--- config.mk ---
export PLATFORM = sky130hd
export DESIGN_NAME = riff_wave_header_parser
export DESIGN_NICKNAME = d
export VERILOG_FILES = /design/src/rwh_pkg.sv /design/src/riff_wave_header_parser.sv /design/src/rwh_in_stage.sv /design/src/rwh_walker.sv /design/src/rwh_result_stage.sv
export SDC_FILE = /design/constraint.sdc
export NUM_CORES = 1
export LEC_CHECK = 0
export ABC_AREA = 1
export BUFFER_PORTS_ARGS = -buffer_cell sky130_fd_sc_hd__buf_4
export CAP_MARGIN = 10
export CORE_MARGIN = 2
export CORE_UTILIZATION = 40
export DETAILED_ROUTE_END_ITERATION = 10
export GPL_TIMING_DRIVEN = 0
export PLACE_DENSITY = 0.56
export SKIP_CTS_REPAIR_TIMING = 1
export SLEW_MARGIN = 20
export SYNTH_ARGS = -nofsm -noshare
export SYNTH_HDL_FRONTEND = slang
export SYNTH_SLANG_ARGS = --single-unit
--- constraint.sdc ---
create_clock -name clk -period 10.5 [get_ports clk]
set_input_delay 3.15 -clock clk [delete_from_list [all_inputs] [get_ports clk]]
set_output_delay 3.15 -clock clk [all_outputs]
set_load 0.005 [all_outputs]
--- src/rwh_pkg.sv ---
// ============================================================================
// rwh_pkg: shared types and constants for the RIFF/WAVE header parser
// Holds the request structs for both channels, status codes, chunk tags and
// the sample rate and sample width lookup tables.
// ============================================================================
package rwh_pkg;

    typedef struct packed {
        logic [7:0] data_byte;
        logic       last;
    } rwh_in_t;

    typedef struct packed {
        logic [1:0]  status;
        logic [32:0] data_offset;
        logic [31:0] data_size;
        logic [3:0]  rate_code;
        logic [2:0]  sample_bits_code;
        logic [7:0]  channel_count;
    } rwh_out_t;

    localparam logic [1:0] STATUS_OK          = 2'd0;
    localparam logic [1:0] STATUS_UNSUPPORTED = 2'd1;
    localparam logic [1:0] STATUS_INVALID     = 2'd2;

    // Four-character tags as they appear after shifting in little-endian order.
    localparam logic [31:0] TAG_RIFF = 32'h4646_4952;
    localparam logic [31:0] TAG_WAVE = 32'h4556_4157;
    localparam logic [31:0] TAG_FMT  = 32'h2074_6D66;
    localparam logic [31:0] TAG_DATA = 32'h6174_6164;

    localparam logic [32:0] POS_MAX = 33'h1_FFFF_FFFF;

    localparam int RATE_COUNT = 10;
    localparam int BITS_COUNT = 5;

    localparam logic [31:0] RATE_TABLE [RATE_COUNT] = '{
        32'd8000, 32'd11000, 32'd16000, 32'd22050, 32'd32000,
        32'd44100, 32'd48000, 32'd88000, 32'd96000, 32'd192000
    };

    localparam logic [15:0] BITS_TABLE [BITS_COUNT] = '{
        16'd8, 16'd16, 16'd20, 16'd24, 16'd32
    };

    localparam logic [3:0] RATE_MISS = 4'(RATE_COUNT);
    localparam logic [2:0] BITS_MISS = 3'(BITS_COUNT);

    // Returns the dense rate code, or RATE_MISS when the rate is not listed.
    function automatic logic [3:0] rate_lookup(input logic [31:0] rate);
        logic [3:0] code;
        code = RATE_MISS;
        for (int i = 0; i < RATE_COUNT; i++)
        begin
            if (rate == RATE_TABLE[i])
            begin
                code = 4'(i);
            end
        end
        return code;
    endfunction

    // Returns the dense sample width code, or BITS_MISS when not listed.
    function automatic logic [2:0] bits_lookup(input logic [15:0] bits);
        logic [2:0] code;
        code = BITS_MISS;
        for (int i = 0; i < BITS_COUNT; i++)
        begin
            if (bits == BITS_TABLE[i])
            begin
                code = 3'(i);
            end
        end
        return code;
    endfunction

endpackage

--- src/riff_wave_header_parser.sv ---
// ============================================================================
// riff_wave_header_parser: streaming RIFF/WAVE header checker
// Takes a file one byte per request and gives one verdict request on the
// final byte: status, data chunk offset and size, and rate, width and
// channel fields of the fmt chunk.
// ============================================================================
//
//  Channel   Handshake               Request   Content
//  src       src_valid / src_stall   rwh_in_t  one file byte, last-byte flag
//  res       res_valid / res_stall   rwh_out_t one verdict per file
//
//  A byte is accepted in every cycle unless the input register holds one
//  that is not taken. The walker takes each byte from that register and
//  updates its state; the verdict on the last byte goes to the output
//  register. While a verdict is stalled there, the walker holds and src
//  stalls once its input register is full. Reset clears both registers and
//  returns the walker to the start of a file; no clearing pass is needed.
//
module riff_wave_header_parser
    import rwh_pkg::*;
(
    input  logic     clk,
    input  logic     rst_n,
    input  logic     src_valid,
    output logic     src_stall,
    input  rwh_in_t  src_item,
    output logic     res_valid,
    input  logic     res_stall,
    output rwh_out_t res_item
);

    logic     item_valid;
    rwh_in_t  item;
    logic     take;
    logic     advance;
    logic     res_write;
    rwh_out_t res;

    rwh_in_stage u_in_stage (
        .clk        (clk),
        .rst_n      (rst_n),
        .src_valid  (src_valid),
        .src_stall  (src_stall),
        .src_item   (src_item),
        .item_valid (item_valid),
        .item       (item),
        .take       (take)
    );

    rwh_walker u_walker (
        .clk        (clk),
        .rst_n      (rst_n),
        .item_valid (item_valid),
        .item       (item),
        .advance    (advance),
        .take       (take),
        .res_write  (res_write),
        .res        (res)
    );

    rwh_result_stage u_result_stage (
        .clk       (clk),
        .rst_n     (rst_n),
        .write     (res_write),
        .res       (res),
        .advance   (advance),
        .res_valid (res_valid),
        .res_stall (res_stall),
        .res_item  (res_item)
    );

endmodule

--- src/rwh_in_stage.sv ---
// ============================================================================
// rwh_in_stage: input register for the byte channel
// Holds each byte until the walker takes it; one per cycle unless stalled.
// ============================================================================
module rwh_in_stage
    import rwh_pkg::*;
(
    input  logic    clk,
    input  logic    rst_n,
    input  logic    src_valid,
    output logic    src_stall,
    input  rwh_in_t src_item,
    output logic    item_valid,
    output rwh_in_t item,
    input  logic    take
);

    logic    vld_reg;
    logic    vld_next;
    rwh_in_t item_reg;
    logic    accept;

    // The register may refill in the same cycle that its contents are taken.
    assign src_stall  = vld_reg && !take;
    assign accept     = src_valid && !src_stall;
    assign vld_next   = accept || (vld_reg && !take);
    assign item_valid = vld_reg;
    assign item       = item_reg;

    always_ff @(posedge clk or negedge rst_n)
    begin
        if (!rst_n)
        begin
            vld_reg <= 1'b0;
        end
        else
        begin
            vld_reg <= vld_next;
        end
    end

    always_ff @(posedge clk)
    begin
        if (accept)
        begin
            item_reg <= src_item;
        end
    end

endmodule

--- src/rwh_walker.sv ---
// ============================================================================
// rwh_walker: header check, chunk walk and verdict
// Updates the parse state for one byte per cycle unless a stalled verdict
// holds it, and forms the verdict when the last byte of a file goes through.
// ============================================================================
module rwh_walker
    import rwh_pkg::*;
(
    input  logic     clk,
    input  logic     rst_n,
    input  logic     item_valid,
    input  rwh_in_t  item,
    input  logic     advance,
    output logic     take,
    output logic     res_write,
    output rwh_out_t res
);

    typedef enum logic [2:0] {
        PH_HEADER,
        PH_ID,
        PH_SIZE,
        PH_BODY,
        PH_DONE
    } phase_t;

    phase_t      phase_reg, phase_next;
    logic [32:0] pos_reg, pos_next;
    logic [31:0] riff_size_reg, riff_size_next;
    logic        header_ok_reg, header_ok_next;
    logic [32:0] nxt_reg, nxt_next;
    logic [31:0] id_reg, id_next;
    logic [31:0] size_reg, size_next;
    logic        fmt_found_reg, fmt_found_next;
    logic        data_found_reg, data_found_next;
    logic        walk_err_reg, walk_err_next;
    logic [7:0]  chan_reg, chan_next;
    logic [31:0] rate_reg, rate_next;
    logic [15:0] bits_reg, bits_next;
    logic [32:0] pay_off_reg, pay_off_next;
    logic [31:0] pay_size_reg, pay_size_next;
    logic [32:0] fmt_start_reg, fmt_start_next;

    logic [7:0]  b;
    logic [2:0]  k3;
    logic [33:0] fmt_dist;
    logic [33:0] chunk_reach;
    logic [32:0] walk_end;
    logic [3:0]  rate_code;
    logic [2:0]  bits_code;
    logic [1:0]  status;

    assign take      = item_valid && advance;
    assign res_write = take && item.last;

    always_comb
    begin
        phase_next      = phase_reg;
        riff_size_next  = riff_size_reg;
        header_ok_next  = header_ok_reg;
        nxt_next        = nxt_reg;
        id_next         = id_reg;
        size_next       = size_reg;
        fmt_found_next  = fmt_found_reg;
        data_found_next = data_found_reg;
        walk_err_next   = walk_err_reg;
        chan_next       = chan_reg;
        rate_next       = rate_reg;
        bits_next       = bits_reg;
        pay_off_next    = pay_off_reg;
        pay_size_next   = pay_size_reg;
        fmt_start_next  = fmt_start_reg;

        b           = item.data_byte;
        // Within a chunk header the position is never more than seven past its
        // start, so the low three bits give the offset exactly.
        k3          = pos_reg[2:0] - nxt_reg[2:0];
        fmt_dist    = {1'b0, pos_reg} - {1'b0, fmt_start_reg};
        chunk_reach = {2'b00, size_reg} + {1'b0, nxt_reg};

        // Field capture from the latest fmt payload.
        if (fmt_found_reg && !fmt_dist[33] && (fmt_dist[32:4] == '0))
        begin
            case (fmt_dist[3:0]) inside
                4'd2:          chan_next = b;
                [4'd4:4'd7]:   rate_next = {b, rate_reg[31:8]};
                4'd14:         bits_next[7:0] = b;
                4'd15:         bits_next[15:8] = b;
                default:       ;
            endcase
        end

        case (phase_reg)
            PH_HEADER:
            begin
                if (pos_reg < 33'd4 || pos_reg >= 33'd8)
                begin
                    id_next = {b, id_reg[31:8]};
                end
                else
                begin
                    riff_size_next = {b, riff_size_reg[31:8]};
                end
                if (pos_reg == 33'd3 && id_next != TAG_RIFF)
                begin
                    header_ok_next = 1'b0;
                end
                if (pos_reg == 33'd11)
                begin
                    if (id_next != TAG_WAVE)
                    begin
                        header_ok_next = 1'b0;
                    end
                    nxt_next   = 33'd12;
                    phase_next = (riff_size_reg >= 32'd12) ? PH_ID : PH_DONE;
                end
            end
            PH_ID:
            begin
                id_next = {b, id_reg[31:8]};
                if (k3 >= 3'd3)
                begin
                    phase_next = PH_SIZE;
                end
            end
            PH_SIZE:
            begin
                size_next   = {b, size_reg[31:8]};
                chunk_reach = {2'b00, size_next} + {1'b0, nxt_reg};
                if (k3 == 3'd7)
                begin
                    // The chunk must end no later than the end given by the
                    // RIFF size, which is size + start <= riff_size.
                    if (chunk_reach > {2'b00, riff_size_reg})
                    begin
                        walk_err_next = 1'b1;
                        phase_next    = PH_DONE;
                    end
                    else if (id_reg == TAG_FMT && size_next < 32'd16)
                    begin
                        walk_err_next = 1'b1;
                        phase_next    = PH_DONE;
                    end
                    else
                    begin
                        if (id_reg == TAG_FMT)
                        begin
                            fmt_found_next = 1'b1;
                            fmt_start_next = nxt_reg + 33'd8;
                        end
                        else if (id_reg == TAG_DATA)
                        begin
                            data_found_next = 1'b1;
                            pay_off_next    = nxt_reg + 33'd8;
                            pay_size_next   = size_next;
                        end
                        if (fmt_found_next && data_found_next)
                        begin
                            phase_next = PH_DONE;
                        end
                        else
                        begin
                            nxt_next = chunk_reach[32:0] + 33'd8;
                            if (size_next == '0)
                            begin
                                phase_next = ({2'b00, riff_size_reg} >=
                                              ({1'b0, nxt_reg} + 34'd8)) ? PH_ID : PH_DONE;
                            end
                            else
                            begin
                                phase_next = PH_BODY;
                            end
                        end
                    end
                end
            end
            PH_BODY:
            begin
                if (({1'b0, pos_reg} + 34'd1) >= {1'b0, nxt_reg})
                begin
                    phase_next = ({1'b0, riff_size_reg} >= nxt_reg) ? PH_ID : PH_DONE;
                end
            end
            default:
            begin
            end
        endcase

        pos_next  = (pos_reg != POS_MAX) ? (pos_reg + 33'd1) : pos_reg;
        walk_end  = {1'b0, riff_size_next} + 33'd8;
        rate_code = rate_lookup(rate_next);
        bits_code = bits_lookup(bits_next);

        if (!header_ok_next || pos_next < 33'd12 || pos_next != walk_end)
        begin
            status = STATUS_UNSUPPORTED;
        end
        else if (walk_err_next)
        begin
            status = STATUS_INVALID;
        end
        else if (!fmt_found_next || !data_found_next)
        begin
            status = STATUS_UNSUPPORTED;
        end
        else if (rate_code == RATE_MISS || bits_code == BITS_MISS)
        begin
            status = STATUS_UNSUPPORTED;
        end
        else
        begin
            status = STATUS_OK;
        end

        res = '0;
        res.status = status;
        if (status == STATUS_OK)
        begin
            res.data_offset      = pay_off_next;
            res.data_size        = pay_size_next;
            res.rate_code        = rate_code;
            res.sample_bits_code = bits_code;
            res.channel_count    = chan_next;
        end
    end

    always_ff @(posedge clk or negedge rst_n)
    begin
        if (!rst_n)
        begin
            phase_reg      <= PH_HEADER;
            pos_reg        <= '0;
            riff_size_reg  <= '0;
            header_ok_reg  <= 1'b1;
            nxt_reg        <= 33'd12;
            id_reg         <= '0;
            size_reg       <= '0;
            fmt_found_reg  <= 1'b0;
            data_found_reg <= 1'b0;
            walk_err_reg   <= 1'b0;
            chan_reg       <= '0;
            rate_reg       <= '0;
            bits_reg       <= '0;
            pay_off_reg    <= '0;
            pay_size_reg   <= '0;
            fmt_start_reg  <= '0;
        end
        else if (take)
        begin
            if (item.last)
            begin
                // A verdict returns the parser to its reset state for the next file.
                phase_reg      <= PH_HEADER;
                pos_reg        <= '0;
                riff_size_reg  <= '0;
                header_ok_reg  <= 1'b1;
                nxt_reg        <= 33'd12;
                id_reg         <= '0;
                size_reg       <= '0;
                fmt_found_reg  <= 1'b0;
                data_found_reg <= 1'b0;
                walk_err_reg   <= 1'b0;
                chan_reg       <= '0;
                rate_reg       <= '0;
                bits_reg       <= '0;
                pay_off_reg    <= '0;
                pay_size_reg   <= '0;
                fmt_start_reg  <= '0;
            end
            else
            begin
                phase_reg      <= phase_next;
                pos_reg        <= pos_next;
                riff_size_reg  <= riff_size_next;
                header_ok_reg  <= header_ok_next;
                nxt_reg        <= nxt_next;
                id_reg         <= id_next;
                size_reg       <= size_next;
                fmt_found_reg  <= fmt_found_next;
                data_found_reg <= data_found_next;
                walk_err_reg   <= walk_err_next;
                chan_reg       <= chan_next;
                rate_reg       <= rate_next;
                bits_reg       <= bits_next;
                pay_off_reg    <= pay_off_next;
                pay_size_reg   <= pay_size_next;
                fmt_start_reg  <= fmt_start_next;
            end
        end
    end

    a_reset_after_verdict: assert property (@(posedge clk) disable iff (!rst_n)
        res_write |=> (phase_reg == PH_HEADER && pos_reg == '0))
        else $error("parser did not return to its initial state after a verdict");

    a_header_within_end: assert property (@(posedge clk) disable iff (!rst_n)
        (phase_reg == PH_ID || phase_reg == PH_SIZE) |-> ({1'b0, riff_size_reg} >= nxt_reg))
        else $error("chunk header started with fewer than eight bytes left");

    a_ok_offset: assert property (@(posedge clk) disable iff (!rst_n)
        (res_write && res.status == STATUS_OK) |-> (res.data_offset >= 33'd20))
        else $error("successful verdict with a data offset inside the file header");

endmodule

--- src/rwh_result_stage.sv ---
// ============================================================================
// rwh_result_stage: output register for the verdict channel
// Holds one verdict request until the receiving side takes it.
// ============================================================================
module rwh_result_stage
    import rwh_pkg::*;
(
    input  logic     clk,
    input  logic     rst_n,
    input  logic     write,
    input  rwh_out_t res,
    output logic     advance,
    output logic     res_valid,
    input  logic     res_stall,
    output rwh_out_t res_item
);

    logic     vld_reg;
    logic     vld_next;
    rwh_out_t item_reg;

    assign advance   = !vld_reg || !res_stall;
    assign vld_next  = write || (vld_reg && res_stall);
    assign res_valid = vld_reg;
    assign res_item  = item_reg;

    always_ff @(posedge clk or negedge rst_n)
    begin
        if (!rst_n)
        begin
            vld_reg <= 1'b0;
        end
        else
        begin
            vld_reg <= vld_next;
        end
    end

    always_ff @(posedge clk)
    begin
        if (write)
        begin
            item_reg <= res;
        end
    end

    a_no_overwrite: assert property (@(posedge clk) disable iff (!rst_n)
        write |-> advance)
        else $error("verdict written while a stalled verdict is still held");

endmodule
# Word level (Yosys, flattened, before mapping)
# Index checks and enable logic that the tools add are counted.
# Widths: inputs -> output; s select.
totals:
  register_bits: 416
  latchBits: 0
  ramBits: 0
  mem_bits_ro: 0
  output_inout_bits: 84
  elab_cells: 247
  n_memories: 0
classes:
  n_addsub: 9
  multipliers: 0
  div: 0
  n_lt_le_gt_ge: 12
  n_eq_ne: 41
  shift: 0
  mux: 117
  bitwise: 0
  n_reduce_logical: 42
op_table:
  columns: ["operator", "count"]
  rows:
  - ["$mux 33", 21]
  - ["$mux 32", 19]
  - ["$mux 8", 10]
  - ["$add 33x4->33 const B", 2]
  - ["$pmux 33 s2", 1]
  - ["$eq 32x14->1 const B", 2]
  - ["$eq 32x15->1 const B", 2]
  - ["$eq 32x16->1 const B", 2]
  - ["$eq 32x17->1 const B", 2]
  - ["$ne 32x31->1 const B", 2]
  - ["$pmux 32 s2", 1]
  - ["$mux 3", 17]
  - ["$eq 16x5->1 const B", 3]
  - ["$mux 4", 10]
  - ["$add 32x33->34", 1]
  - ["$add 33x1->34 const B", 1]
  - ["$add 33x4->34 const B", 1]
  - ["$ge 32x34->1", 1]
  - ["$ge 34x33->1", 1]
  - ["$gt 34x32->1", 1]
  - ["$sub 33x33->34", 1]
  - ["$add 32x4->33 const B", 1]
  - ["$add 33x1->33 const B", 1]
  - ["$eq 33x2->1 const B", 1]
  - ["other kinds (44)", 117]

# Logic depth before layout (Yosys ltp)
# Gate-level depths: netlist (run 1).
depth:
  ltp_word: 24
  depth_mapped: 38

# By module
# Synthesis (run 1) repeated with hierarchy kept, for this count alone.
unflattened:
  hier_cells: 4336
  area_unflattened_um2: 31436.4
modules_own_cells:
  columns: ["mod", "instances", "cells_each", "area_per_inst_um2", "seq_area_each_um2"]
  rows:
  - ["rwh_walker", 1, 4234, 28604.9, 7886.3]
  - ["rwh_result_stage", 1, 86, 2503.7, 2487.4]
  - ["rwh_in_stage", 1, 16, 327.8, 295.3]

# Worst setup path after synthesis (run 1)
# OpenSTA, ideal clock, no wires.
synth_timing:
  path_type: "input to register"
  startpoint: "in res_stall"
  endpoint: "reg u_walker.fmt_start_reg[10]"
  setup_ns: 0.138
  t_arrival_ns: 8.187
  required_ns: 10.362
  slack_ns: 2.174
  cell_stages: 7
  n_path_buf: 1
  cell_sequence: "nand2_1 -> nand2_1 -> nor2_1 -> inv_1 -> nand2_1 -> buf_1 -> o22ai_1"
synth_via:
  elab_chain_len: 4
synth_lines:
  columns: ["item", "line", "source"]
  rows:
  - ["start: declaration", "riff_wave_header_parser.sv:28", "input logic res_stall,"]
  - ["$logic_not 1->1", "rwh_result_stage.sv:22", "assign advance = !vld_reg || !res_stall;"]
  - ["$logic_or 1x1->1", "rwh_result_stage.sv:22", null]
  - ["$logic_and 1x1->1", "rwh_walker.sv:53", "assign take = item_valid && advance;"]
  - ["$reduce_and 6->1 (no source line)", null, null]
  - ["end signal: assignment", "rwh_walker.sv:287", "fmt_start_reg <= fmt_start_next;"]
  - ["end: declaration", "rwh_walker.sv:42", "logic [32:0] fmt_start_reg, fmt_start_next;"]
# Every way passes these cells.
# A chain may end at the register's enable or synchronous reset.

# Worst setup path after layout (run 1)
layout_timing:
  startpoint: "reg u_walker.pos_reg[1]"
  endpoint: "reg u_result_stage.item_reg, in the netlist u_result_stage.res_item[39] (data pin)"
layout_via:
  elab_chain_len: 24
layout_lines:
  columns: ["item", "line", "source"]
  rows:
  - ["start: declaration", "rwh_walker.sv:28", "logic [32:0] pos_reg, pos_next;"]
  - ["start signal: assignment", "rwh_walker.sv:273", "pos_reg <= pos_next;"]
  - ["$sub 33x33->34", "rwh_walker.sv:78", "fmt_dist = {1'b0, pos_reg} - {1'b0, fmt_start_reg};"]
  - ["$ge 4x3->1 (no source line) / $le 4x3->1 (equally long branches)", null, null]
  - ["$logic_and 1x1->1 (no source line)", null, null]
  - ["$mux 32 (2 in series)", "rwh_walker.sv:84", "case (fmt_dist[3:0]) inside"]
  - ["$mux 32", "rwh_walker.sv:82", "if (fmt_found_reg && !fmt_dist[33] && (fmt_dist[32:4] == '0))"]
  - ["$eq 32x13->1", "rwh_pkg.sv:55", "if (rate == RATE_TABLE[i])"]
  - ["$mux 4 (10 in series)", "rwh_pkg.sv:55", null]
  - ["$eq 4x4->1", "rwh_walker.sv:206", "else if (rate_code == RATE_MISS || bits_code == BITS_MISS)"]
  - ["$logic_or 1x1->1", "rwh_walker.sv:206", null]
  - ["$mux 1", "rwh_walker.sv:206", null]
  - ["$mux 2", "rwh_walker.sv:202", "else if (!fmt_found_next || !data_found_next)"]
  - ["$mux 2", "rwh_walker.sv:198", "else if (walk_err_next)"]
  - ["$mux 2", "rwh_walker.sv:194", "if (!header_ok_next || pos_next < 33'd12 || pos_next != walk_end)"]
  - ["$logic_not 2->1", "rwh_walker.sv:217", "if (status == STATUS_OK)"]
  - ["end signal: assignment", "rwh_result_stage.sv:43", "item_reg <= res;"]
  - ["end: declaration", "rwh_result_stage.sv:20", "rwh_out_t item_reg;"]
# Several ways; a longest one is shown, not always the timed one. The select of a mux whose other input is x is not followed.

==> out/results.ini, run 1 <==
[routing]
via_count=31200
firstDrtPassIters=6
route.detailed.drc=0
first_iter_violations=3204
drt-total-wl_um=123000
routedWlPerCell_um=21.6
viasPerCell=5.49
ant_nets=0

[sta]
finalHoldViolCount=0
rsz0062_at_grt=no
holdWs_ns=0.483
slew_headroom=0.114
tightest_slew_ns=1.33
slew_violations=0
max_freq_ghz=0.124
finalCritPeriodShare=0.766
fin_setup_tns_ns=0
period_minus_slack_ns=8.04
setup_viol=0
fin_ws_ns=2.46
skew_ns=0.0495

[floorplan]
die_h_um=283
initial_core_util=0.402
core_um2=77200
rows=102
num_io_pins=97
die_x_um=283
die_area_um2=79900

[hold_path]
hold-path-endpoint=u_walker.pay_off_reg[31]
holdCritStartpoint=u_walker.pay_off_reg[31]
holdPathStages=2
hp-class=register to register

[power]
pwr-share-comb=0.358
clkPwrFrac=0.312
cellLeakagePower_uw=0.0169
p_int_uw=3360
p_sw_uw=2380
seqPwrFrac=0.330
vdd_drop_max_uv=116
powerDensity_nw_per_um2=164
swShare=0.415

[critical_path]
critPathKind=register to register
regToRegStartpoint=u_walker.pos_reg[1]
cp.arrival_ns=8.54
slowest_stage=dfrtp_1
cp-end-kind=register
rr_worst_depth=34
cp_max_fo=10
r2r_end=u_result_stage.res_item[39]
startpoint_type=register
crit_required_ns=11.00
ff2ff_setup_slack_ns=2.46
slowest_delay_ns=0.74

[yosys]
syn-num-nets=4663
dominantRegCellSynth=dfrtp_1
synth_cell_type_count=67
synth-async-reset-ratio=0.777
syn_area_um2=31100
synth_area_leaders=dfrtp_1, nand2_1, edfxtp_1, ha_1, inv_1
synth_top_cell_by_area=dfrtp_1
synth_top_area_frac=0.253
synth_edf_count=91
yosysWarnings=0
avgSynthCellArea_um2=6.98
syn-instance-count=4448
yosysSeqAreaShare=0.344
ys_ff_latch=408

[place]
dp_slack_ns=2.79
port-buffer-count=96
dp_hpwl_um=98300
place_congestion=0.987

[clocking]
path_clk_slew_ns=0.06
cts_buffers=50
cts_tree=built
cts_buffer_depth=3
cts-root-buf=clkbuf_16
h-tree-depth=2
numClockSinks=408
clock_latency_ns=0.65

[global_routing]
met2_usage=0.475
use_met1=0.413
antenna_found_initial=5
grt_start_max_net_pins=91
grt.total_usage=0.306
gr-usage-met3=0.0655
grt_busiest_layer=met2
grt_pass1_wl_um=182000
overflow=0
grt_pass1_vias=28900

[finish]
layout.nets=4817
area_growth_syn_to_layout_pct=12.6
largest_reg_flops=82
drive_above_1_share=0.0750

[run_status]
outcome=completed

[run]
cap_violations=0

==> worst max-delay path by stage <==
stage | from | endpoint | slack, ns | depth (start not counted)
final | u_walker.pos_reg[1] | u_result_stage.res_item[39] | 2.46 | 34
after floorplan | res_stall | u_walker.fmt_start_reg[10] | 2.17 | 7
after global placement | res_stall | u_walker.fmt_start_reg[20] | -2.21 | 8
after global routing | u_walker.pos_reg[1] | u_result_stage.res_item[56] | 2.18 | 35
after detailed placement | u_walker.pos_reg[1] | u_result_stage.res_item[39] | 2.79 | 36
after CTS | u_walker.pos_reg[1] | u_result_stage.res_item[56] | 2.76 | 33
==> cell usage after synthesis, types with 91 or more instances <==
cell type  count
nand2_1     1166
inv_1        625
nor2_1       461
dfrtp_1      314
o21ai_0      310
o22ai_1      220
nand3_1      205
ha_1         199
a21oi_1      149
nand4_1      101
clkbuf_1      92
edfxtp_1      91
==> area by class of cell <==
cell class | count | area, um2
antenna | 4 | 10.0
tap | 1040 | 1300
timing repair buffer | 102 | 871
clock inverter | 29 | 349
multi-input combinational | 3251 | 17300
clock buffer | 63 | 1330
fill | 7999 | 42300
inverter | 657 | 2470
sequential | 408 | 10700
buffer | 132 | 634
==> placed cells by master, fill, tap and decap left out, types with 7 or more instances in the layout <==
cell	instances
clkbuf_16	50
nand3b_1	12
edfxtp_1	91
xor2_1	76
o21ai_2	18
buf_2	18
o21ai_1	39
nand2_1	1166
o22ai_1	220
nor3_1	59
ha_1	199
clkbuf_1	100
inv_1	625
o21bai_1	9
nor2_2	14
o211ai_1	7
dfrtp_1	314
nor2_4	29
nand4_1	101
nand3_1	205
buf_4	102
or2_2	8
o21ai_0	309
clkinv_1	15
inv_2	21
buf_6	8
nand2_2	17
a21o_1	7
xnor2_1	22
a21oi_1	149
nor4_1	29
clkinv_2	7
a22oi_1	15
a211oi_1	10
nor2_1	460
==> cells by family (layout without fill, tap and decap cells) <==
kind of cell               count (synthesis)  count (layout)  synth area share
AOI/OAI and AO/OA                        822             822             0.152
xor gates and xnor gates                 102             102            0.0288
adders and majority gates                202             202            0.0821
buffers and inverters                    789             983            0.0998
DFF                                      408             408             0.344
other                                      0               4                 0
and+or+nand+nor                         2125            2125             0.294
==> power groups by stage <==
stage | combinational [uW] | clock (uW) | sequential [uW]
finish | 2060 | 1800 | 1900
global route | 2260 | 1880 | 1900
CTS | 2020 | 1820 | 1890
detailed placement | 2010 | 0 | 1920
global placement | 1990 | 0 | 1920
floorplan | 1330 | 0 | 1850
==> stage by stage <==
stage	cell area, um2	total power, uW	util	cells
finish	35000	5750	0.453	5686
global route	34900	6040	0.453	5682
CTS	34900	5730	0.452	5682
detailed placement	33300	3930	0.431	5590
global placement	33100	3920	0.428	5584
floorplan	31100	3180	-	4448
==> critical path, delay by kind of cell, from the launching register on <==
kind	cells	cell delay, ns
simple gates	23	4.07
xor+xnor	1	0.16
compound gates	1	0.55
flops	1	0.74
buf+inv	7	1.59
fa+ha+maj	2	0.76
==> per-layer routing <==
metal / share of wire / wire, um
met5: 0.00050 / 61
met4: 0.042 / 5170
met3: 0.082 / 10100
met2: 0.44 / 54400
met1: 0.43 / 53400
(Power assumes the default switching activity.)
==> inputs of run 2 (changes only) <==
--- a/config.mk
+++ b/config.mk
@@ -12,7 +12,7 @@
 export CORE_UTILIZATION = 40
 export DETAILED_ROUTE_END_ITERATION = 10
 export GPL_TIMING_DRIVEN = 0
-export PLACE_DENSITY = 0.56
+export PLACE_DENSITY = 0.58
 export SKIP_CTS_REPAIR_TIMING = 1
 export SLEW_MARGIN = 20
 export SYNTH_ARGS = -nofsm -noshare
==> constraint.sdc (replaced) <==
create_clock -name clk -period 6.9 [get_ports clk]
set_input_delay 2.07 -clock clk [delete_from_list [all_inputs] [get_ports clk]]
set_output_delay 2.07 -clock clk [all_outputs]
set_load 0.005 [all_outputs]
==> run 2 against run 1 <==
Power is 50% higher. Flip-flop and latch count stayed put. First-iteration DRC count is 2.0% lower. Die area stayed put. Critical endpoint is now u_result_stage.res_item[47]. Largest cell class unchanged. Largest power group unchanged. Highest routed layer unchanged.
==> out/results.ini, run 2 (synthesis results as in run 1) <==
[run_status]
outcome=completed  ; unchanged

[power]
swShare=0.415  ; about the same
powerDensity_nw_per_um2=246  ; was 164 nW/um2
p_sw_uw=3580  ; was 2380 uW
clkPwrFrac=0.300  ; was 0.312
pwr-share-comb=0.367  ; was 0.358
vdd_drop_max_uv=201  ; was 116 uV
cellLeakagePower_uw=0.0170  ; was 0.0169 uW
seqPwrFrac=0.333  ; was 0.330
p_int_uw=5050  ; was 3360 uW

[routing]
routedWlPerCell_um=21.3  ; was 21.6 um
firstDrtPassIters=6  ; unchanged
viasPerCell=5.48  ; was 5.49
first_iter_violations=3139  ; was 3204
drt-total-wl_um=121000  ; was 123000 um
ant_nets=0  ; unchanged
route.detailed.drc=0  ; unchanged
via_count=31200  ; about the same

[critical_path]
r2r_end=u_result_stage.res_item[47]  ; was u_result_stage.res_item[39]
rr_worst_depth=33  ; was 34
crit_required_ns=7.31  ; was 11.00 ns
cp-end-kind=register  ; unchanged
slowest_stage=dfrtp_1  ; unchanged
cp_max_fo=10  ; unchanged
cp.arrival_ns=7.00  ; was 8.54 ns
critPathKind=register to register  ; unchanged
slowest_delay_ns=0.40  ; was 0.74 ns
regToRegStartpoint=u_walker.pos_reg[2]  ; was u_walker.pos_reg[1]
ff2ff_setup_slack_ns=0.31  ; was 2.46 ns
cpMostUsedCell=nor2_1
startpoint_type=register  ; unchanged

[global_routing]
use_met1=0.408  ; was 0.413
grt_start_max_net_pins=89  ; was 91
met2_usage=0.473  ; was 0.475
gr-usage-met3=0.0569  ; was 0.0655
grt_pass1_vias=28900  ; about the same
overflow=0  ; unchanged
grt_busiest_layer=met2  ; unchanged
grt_pass1_wl_um=181000  ; was 182000 um
antenna_found_initial=3  ; was 5
grt.total_usage=0.301  ; was 0.306

[clocking]
h-tree-depth=2  ; unchanged
cts_tree=built  ; unchanged
clock_latency_ns=0.63  ; was 0.65 ns
numClockSinks=408  ; unchanged
cts_buffers=48  ; was 50
cts_buffer_depth=3  ; unchanged
cts-root-buf=clkbuf_16  ; unchanged
path_clk_slew_ns=0.06  ; about the same

[finish]
largest_reg_flops=82  ; unchanged
area_growth_syn_to_layout_pct=12.9  ; was 12.6%
final_cell_mix=nand2_1, inv_1, nor2_1  ; unchanged
layout_commonest_cell=nand2_1  ; unchanged
fill_cells=7938  ; was 7999
final_cells=5687  ; was 5686
drive_above_1_share=0.0811  ; was 0.0750
layout.nets=4823  ; was 4817

[sta]
slew_headroom=0.195  ; was 0.114
period_minus_slack_ns=6.59  ; was 8.04 ns
tightest_slew_ns=1.19  ; was 1.33 ns
skew_ns=0.0487  ; was 0.0495 ns
holdWs_ns=0.488  ; was 0.483 ns
max_freq_ghz=0.152  ; was 0.124 GHz
slew_violations=0  ; unchanged
finalCritPeriodShare=0.955  ; was 0.766
finalHoldViolCount=0  ; unchanged
setup_viol=0  ; unchanged
rsz0062_at_grt=no  ; unchanged

[floorplan]
die_h_um=283  ; unchanged
num_io_pins=97  ; unchanged
initial_core_util=0.402  ; unchanged
die_area_um2=79900  ; unchanged
core_um2=77200  ; unchanged
rows=102  ; unchanged
die_x_um=283  ; unchanged

[place]
dp_cells=5593  ; was 5590
dp_hpwl_um=97400  ; was 98300 um
place_congestion=1.01  ; was 0.987
port-buffer-count=96  ; unchanged

[hold_path]
hp-class=register to register  ; unchanged
holdCritStartpoint=u_walker.pay_off_reg[14]  ; was u_walker.pay_off_reg[31]
holdPathStages=2  ; unchanged
hold-path-endpoint=u_walker.pay_off_reg[14]  ; was u_walker.pay_off_reg[31]

[run]
cap_violations=0  ; unchanged

[run 2: area by class of cell]
| cell class | instances | area, um2 | area share |
|---|---|---|---|
| multi-input cells | 3251 | 17400 | 0.496 |
| flip-flops and latches | 408 | 10700 | 0.305 |
| inverters | 657 | 2470 | 0.0704 |
| clock buffers | 66 | 1340 | 0.0382 |
| well taps | 1040 | 1300 | 0.0371 |
| repair buffers | 111 | 1000 | 0.0287 |
| plain buffers | 131 | 647 | 0.0185 |
| clock inverters | 22 | 230 | 0.00657 |
| diodes | 1 | 2.50 | 0.0000714 |
[run 2: layer usage]
metal  routed length, um  share of wire  up-vias
met2               53600           0.44     1279
li1                    -              -    15000
met1               52600           0.43    14600
met3               10100          0.083      249
met5                  23        0.00019        -
met4                5020          0.041        4
[run 2: how the worst max path moves through the flow]
| stage | from | end | slack [ns] | depth (start not counted) |
|---|---|---|---|---|
| 2_1_floorplan | res_stall | u_walker.fmt_start_reg[10] | 1.22 | 7 |
| 3_3_place_gp | res_stall | u_walker.fmt_start_reg[20] | -1.93 | 8 |
| 3_5_place_dp | u_walker.pos_reg[1] | u_result_stage.res_item[48] | -1.0 | 34 |
| 4_1_cts | u_walker.pos_reg[1] | u_result_stage.res_item[48] | -1.05 | 34 |
| 5_1_grt | u_walker.pos_reg[2] | u_result_stage.res_item[46] | 0.003 | 36 |
| 6_report | u_walker.pos_reg[2] | u_result_stage.res_item[47] | 0.31 | 33 |
[run 2: worst max-delay path, delay by kind of cell, from the launching register on]
kind	cells	cell delay [ns]
buffers and inverters	3	0.84
flip-flops	1	0.40
AND/OR/NAND/NOR	28	4.40
adder cells (fa/ha/maj)	1	0.36
XOR/XNOR	1	0.37
[run 2: power by group through the flow]
stage | sequential, uW | combinational [uW] | clock (uW)
after floorplan | 2820 | 2020 | 0
after global placement | 2920 | 3010 | 0
after detailed placement | 2920 | 3070 | 0
after CTS | 2880 | 3080 | 2620
after global routing | 2890 | 3470 | 2710
final | 2880 | 3170 | 2590
[run 2: metrics by stage]
step           instance area (um2)  utilization  power (uW)  TNS, ns  worst slack [ns]
3_5_place_dp                 33300        0.432        5990   -65.59             -1.00
5_1_grt                      35000        0.454        9070        0           0.00313
4_1_cts                      34900        0.452        8570   -72.41             -1.05
3_3_place_gp                 33100        0.428        5930  -137.20             -1.93
6_report                     35000        0.454        8640        0             0.310
2_1_floorplan                31100            -        4840        0              1.22
